`src/sv/bbc_pkg.sv`:
```
// shared types, character codes and classification functions for the bracket checker
package bbc_pkg;

    // bracket kind code, zero means not a bracket
    typedef logic [1:0] kind_t;

    localparam kind_t KIND_NONE  = 2'd0;
    localparam kind_t KIND_PAREN = 2'd1;
    localparam kind_t KIND_BRACK = 2'd2;
    localparam kind_t KIND_BRACE = 2'd3;

    // character codes
    localparam logic [7:0] CH_OPEN_PAREN  = 8'h28;
    localparam logic [7:0] CH_CLOSE_PAREN = 8'h29;
    localparam logic [7:0] CH_OPEN_BRACK  = 8'h5B;
    localparam logic [7:0] CH_CLOSE_BRACK = 8'h5D;
    localparam logic [7:0] CH_OPEN_BRACE  = 8'h7B;
    localparam logic [7:0] CH_CLOSE_BRACE = 8'h7D;

    // error codes reported with the verdict
    typedef enum logic [2:0] {
        ERR_NONE        = 3'd0,
        ERR_MISMATCH    = 3'd1,
        ERR_CLOSE_EMPTY = 3'd2,
        ERR_UNCLOSED    = 3'd3,
        ERR_OVERFLOW    = 3'd4
    } err_t;

    // verdict of one string
    typedef struct packed {
        logic balanced;
        err_t error_kind;
    } result_t;

    // kind of an opening bracket
    function automatic kind_t opener_kind(input logic [7:0] ch);
        kind_t k;
        case (ch)
            CH_OPEN_PAREN: k = KIND_PAREN;
            CH_OPEN_BRACK: k = KIND_BRACK;
            CH_OPEN_BRACE: k = KIND_BRACE;
            default:       k = KIND_NONE;
        endcase
        return k;
    endfunction

    // kind of a closing bracket
    function automatic kind_t closer_kind(input logic [7:0] ch);
        kind_t k;
        case (ch)
            CH_CLOSE_PAREN: k = KIND_PAREN;
            CH_CLOSE_BRACK: k = KIND_BRACK;
            CH_CLOSE_BRACE: k = KIND_BRACE;
            default:        k = KIND_NONE;
        endcase
        return k;
    endfunction

endpackage

```
`src/sv/bbc_stack_ram.sv`:
```
// opener stack memory: one write and one registered read per cycle, same-entry bypass
module bbc_stack_ram #(
    parameter int DEPTH = 64,
    localparam int AW = (DEPTH > 1) ? $clog2(DEPTH) : 1
) (
    input  logic            aclk,
    input  logic            aresetn,
    input  logic            wr_en,
    input  logic [AW-1:0]   wr_addr,
    input  bbc_pkg::kind_t  wr_data,
    input  logic [AW-1:0]   rd_addr,
    output bbc_pkg::kind_t  rd_data
);

    bbc_pkg::kind_t mem_reg [DEPTH];
    bbc_pkg::kind_t rd_reg;
    bbc_pkg::kind_t byp_data_reg;
    logic           byp_reg;

    // storage array, written at push
    always_ff @(posedge aclk) begin
        if (wr_en) begin
            mem_reg[wr_addr] <= wr_data;
        end
        rd_reg       <= mem_reg[rd_addr];
        byp_data_reg <= wr_data;
    end

    // bypass flag for a read of the entry being written in the same cycle
    always_ff @(posedge aclk) begin
        if (!aresetn) begin
            byp_reg <= 1'b0;
        end else begin
            byp_reg <= wr_en && (wr_addr == rd_addr);
        end
    end

    assign rd_data = byp_reg ? byp_data_reg : rd_reg;

endmodule

```
`config.mk`:
```
export PLATFORM = sky130hd
export DESIGN_NAME = bbc_stack_ram
export DESIGN_NICKNAME = d
export VERILOG_FILES = /design/src/sv/bbc_pkg.sv /design/src/sv/bbc_stack_ram.sv
export SDC_FILE = /design/constraint.sdc
export NUM_CORES = 1
export LEC_CHECK = 0
export ABC_AREA = 1
export BUFFER_PORTS_ARGS = -buffer_cell sky130_fd_sc_hd__buf_2
export CORE_ASPECT_RATIO = 2
export CORE_MARGIN = 2
export CORE_UTILIZATION = 25
export DETAILED_ROUTE_END_ITERATION = 8
export MAX_ROUTING_LAYER = met4
export PLACE_DENSITY = 0.42
export SYNTH_ARGS = -nofsm -noshare
export SYNTH_HDL_FRONTEND = slang
export SYNTH_SLANG_ARGS = --single-unit
```
`constraint.sdc`:
```
create_clock -name aclk -period 2.7 [get_ports aclk]
set_input_delay 0.27 -clock aclk [delete_from_list [all_inputs] [get_ports aclk]]
set_output_delay 0.27 -clock aclk [all_outputs]
set_load 0.05 [all_outputs]
```
[Yosys cells after proc, flatten, opt, wreduce, memory -nomap -nowiden]
Memory sizes are Yosys's and may differ from the RTL's. A register that Yosys moved wholly into a read port is not among the register bits.
Index checks and enable logic that the tools add are counted.
Storage, ports and cells
  bits in registers: 3
  memories kept: 1
  output and inout port bits: 2
  memory bits (writable): 128
  logic and storage cells: 8
Memories
  mem_reg: words 64, width 2, rd ports 1, clocked after memory_dff 1, wr ports 1, line bbc_stack_ram.sv:15  | bbc_pkg::kind_t mem_reg [DEPTH];
Cells by class
  muxes and demuxes: 3
  reductions and logical operators: 1
  equal/unequal tests: 1
Operators by type and width (count)
  $eq A6 B6 Y1: 1
  $mux W1: 2
  $mux W2: 1
  $logic_and A1 B1 Y1: 1

[Longest topological paths before layout]
  depth in word-level cells: 2
  mapped depth: 11

[Worst setup path after synthesis]
No wires, ideal clock.
  path type: in2reg
  start: in wr_addr[1]
  end: mem mem_reg[51][0] (netlist name), enable pin
  setup time: 0.349 ns
  buffers on the path: 1
  arrival: 1.018 ns
  slack: 1.333 ns
  cell stages on the path: 3
  cell sequence: buf_2 clkinv_1 nor4_1
RTL lines
  start: declaration: line bbc_stack_ram.sv:9  | input logic [AW-1:0] wr_addr,
  end: declaration: line bbc_stack_ram.sv:15
No word-level cell before the write port.

[Worst setup path after layout]
  start: reg byp_reg
  end: out rd_data[1]
Between the ends
  longest elaborated chain between the ends: 1
RTL lines
  start: declaration: line bbc_stack_ram.sv:18  | logic byp_reg;
  start signal: assignment: line bbc_stack_ram.sv:34  | byp_reg <= wr_en && (wr_addr == rd_addr);
  $mux W2: line bbc_stack_ram.sv:38  | assign rd_data = byp_reg ? byp_data_reg : rd_reg;
  end: declaration: line bbc_stack_ram.sv:12  | output bbc_pkg::kind_t rd_data
Every way passes these cells.

==> results by group <==
STA
  – Endpoints failing hold: 0
  – Max frequency: 613.7 MHz
  – Relative slew slack: between 40% and 50%
  – Final worst-path cycle share: 60.35%
  – Tightest Pin Transition: between 0.8 and 0.9 ns
  – Minimum clock period: between 1.5 and 2 ns
  – Final setup violation count: 0
  – Unrepaired setup endpoints after global routing: no
  – Setup TNS: 0 ns
  – Pins over their slew limit: 0
  – Clock Skews: about 0.0069 ns

Yosys
  – Syn nets: 554
  – Mux contribution to synthesized area: 0.3878%
  – Synth area leader: edfxtp_1
  – Ranking of synthesized cells by area: edfxtp_1 66%, nand2_1 11%, nand3_1 10%, nor2_1 3.6%, buf_6 2.5%
  – Syn_area_per_cell: 10.81 µm²
  – Cell count after synthesis: between 500 and 600
  – Adder-cell share of the synthesized area: 0%
  – Largest family of logic cells by synthesized area: simple AND/OR/NAND/NOR gates
  – Synth Area in Compound Gates: less than 1%
  – Post-Synth Simple-Gate Area: around a quarter
  – Synth Register Bits: 133
  – Post-synth top area share: 66.19%
  – Cell Area, Synth: 5807 µm²
  – Post-synth cell types: 21
  – Synth Warn #: 0
  – XOR/XNOR share of the synthesized area: less than 1%
  – Post-synthesis sequential area ratio: 67.92%

Layout
  – Layout cells sized above 1: a little over a tenth
  – Largest register FFs: roughly 130
  – Antenna cells: 0
  – Fillers: approximately 2300
  – Layout Utilization: between 20% and 30%
  – P&R area growth vs syn: 15.19%
  – Total Nets Final: 574

Floorplanning
  – Die X: 111.8 µm
  – Core ar.: around 23000 µm²
  – I/O pin cnt: 19
  – Initial Utilization: approximately a quarter
  – Die extent in y: approximately 220 µm
  – Row count: 78
  – DIE AREA: around 25000 µm²

Place
  – HPWL after DPL: about 11000 µm
  – PortBufs: 18
  – Final GP Congestion: about 0.8

Critical path
  – Critical Path Sink Type: primary output
  – Largest delay share family, worst path: flip-flops
  – Crit path buf inv count: 1
  – Critical path arrival: 1.36 ns
  – Max incr delay on CP: between 0.3 and 0.4 ns
  – CP max-delay cell: dfxtp_1
  – Setup CP Type: flip-flop to primary output
  – Crit path required time: roughly 2.4 ns
  – Largest fanout on the critical path: 2
  – Critical path startpoint category: flip-flop
  – CP cell instances: mux2_2, buf_2

Clock network
  – TritonCTS clock tree: done
  – Cts bufs inserted: 17
  – Post-cts repair resize count: 0
  – # hold bufs at CTS: 0
  – Clock root cell: clkbuf_16
  – H-tree levels: 4
  – Worst-Skew Late Latency: between 0.4 and 0.5 ns
  – Clock sinks: 133
  – Longest Clk Path Bufs: 2
  – Clk slew on worst S/H paths: approximately 0.050 ns
  – Setup Fix Bufs, Post-CTS: 0

GRT
  – M1 GR Usage: around an eighth
  – Vias in the first global route: 4066
  – GR Overflow Total: 0
  – Initial antenna violation count: 0
  – Met2 Use GR: between 20% and 30%
  – Overall routing resource usage: between 10% and 20%
  – Grt peak-use layer: met2
  – Met3 Use GR: between 2 and 3%
  – First-pass GRT wire length: 23890 µm
  – Largest net degree at the start of global routing: 66

Routing
  – Drt drc: 0
  – Vias per cell: 4.751
  – Drt first pass iters: 6
  – DR WL/cell: about 19 µm
  – Final WL: 16090 µm
  – Number of routed nets with antenna violations: 0
  – Drt initial violations: between 200 and 250
  – Vias: 4038

Status
  – Outcome: complete, no violations

Pwr
  – Max IR drop VDD: ~440 µV
  – Leakage: around 2.4 nW
  – Power Total: roughly 5 mW
  – Pwr/cell area: 726.0 nW/µm²

Worst hold path
  – Worst min path class: input pin to flip-flop

Flow run
  – Max-cap violations: 0
## cell usage after synthesis (all sizes together)
library cell / number
edfxtp: 128
o21ai: 1
buf: 28
nand4: 9
nand3: 117
clkbuf: 1
mux2: 2
nor3: 1
nand2: 164
dfxtp: 5
o22ai: 2
nor4: 8
nor2: 56
inv: 9
xnor2: 1
a21oi: 1
a221oi: 1
clkinv: 3
## placed cells by master (no fill, tap or decap)
cell type | synthesis | routed
nand2_1 | 164 | 164
edfxtp_1 | 128 | 128
nand3_1 | 117 | 117
nor2_1 | 56 | 56
buf_2 | 12 | 18
clkbuf_16 | 0 | 17
buf_4 | 3 | 11
nand4_1 | 9 | 9
nor4_1 | 8 | 8
clkinv_1 | 3 | 6
inv_1 | 6 | 6
clkinv_2 | 0 | 6
dfxtp_1 | 5 | 5
inv_2 | 3 | 3
bufinv_16 | 0 | 3
mux2_2 | 2 | 2
o22ai_1 | 2 | 2
clkbuf_1 | 1 | 2
a21oi_1 | 1 | 1
o21ai_0 | 1 | 1
a221oi_1 | 1 | 1
xnor2_1 | 1 | 1
nor3_1 | 1 | 1
clkinvlp_4 | 0 | 1
buf_12 | 0 | 1
## power by group
part	switching, mW	leakage (nW)	internal (mW)
Sequential	0.00434	1.19	2.28
Combinational	0.246	0.882	0.0819
Clock	0.815	0.283	1.43
## area by class of cell
cell class                 instances  area (µm²)  share of cell area [%]
multi-input combinational        363        1585                   23.70
clock inverter                    13       138.9                   2.076
clock buffer                      19       432.9                   6.472
sequential                       133        3944                   58.96
timing repair buffer              30       192.7                   2.881
tap                              280       350.3                   5.238
inverter                          12       45.04                  0.6734
## cells by family after synthesis
kind of cell | count (synthesis)
and+or+nand+nor | 355
DFF | 133
muxes | 2
AOI/OAI and AO/OA | 5
xor gates and xnor gates | 1
buffers and inverters | 41
## tightest hold or removal path: cells and delay by family
kind	cells	cell delay, ns
simple gates	2	0.15
buf+inv	1	0.12
## worst paths after layout
check | startpoint | endpoint | slack [ns] | cells after the start
worst max register to register | mem_reg[41][0] | rd_reg[0] | 1.46 | 8
worst min register to register | mem_reg[8][0] | rd_reg[0] | 0.84 | 8
worst max-delay path | byp_reg | rd_data[1] | 1.07 | 2
worst min-delay path | aresetn | byp_reg | 0.17 | 3
## metrics by stage
| step | worst slack, ns | hold WS [ns] | instance area [µm²] | instances |
|---|---|---|---|---|
| after global routing | 1.004 | 0.1425 | 6689 | 850 |
| after detailed placement | 0.6726 | 0.5934 | 6117 | 818 |
| after global placement | 0.7309 | 0.5949 | 6117 | 818 |
| after floorplan | 1.333 | 0.2977 | 5807 | 537 |
| after CTS | 1.020 | 0.1371 | 6689 | 850 |
| final | 1.070 | 0.1693 | 6689 | 850 |
## routing by layer
layer  wire [µm]  up-vias
met5           0        -
met4         590        0
met3         438       26
met2        9225      101
met1        5833     1991
li1            -     1920
(Power assumes the default switching activity.)
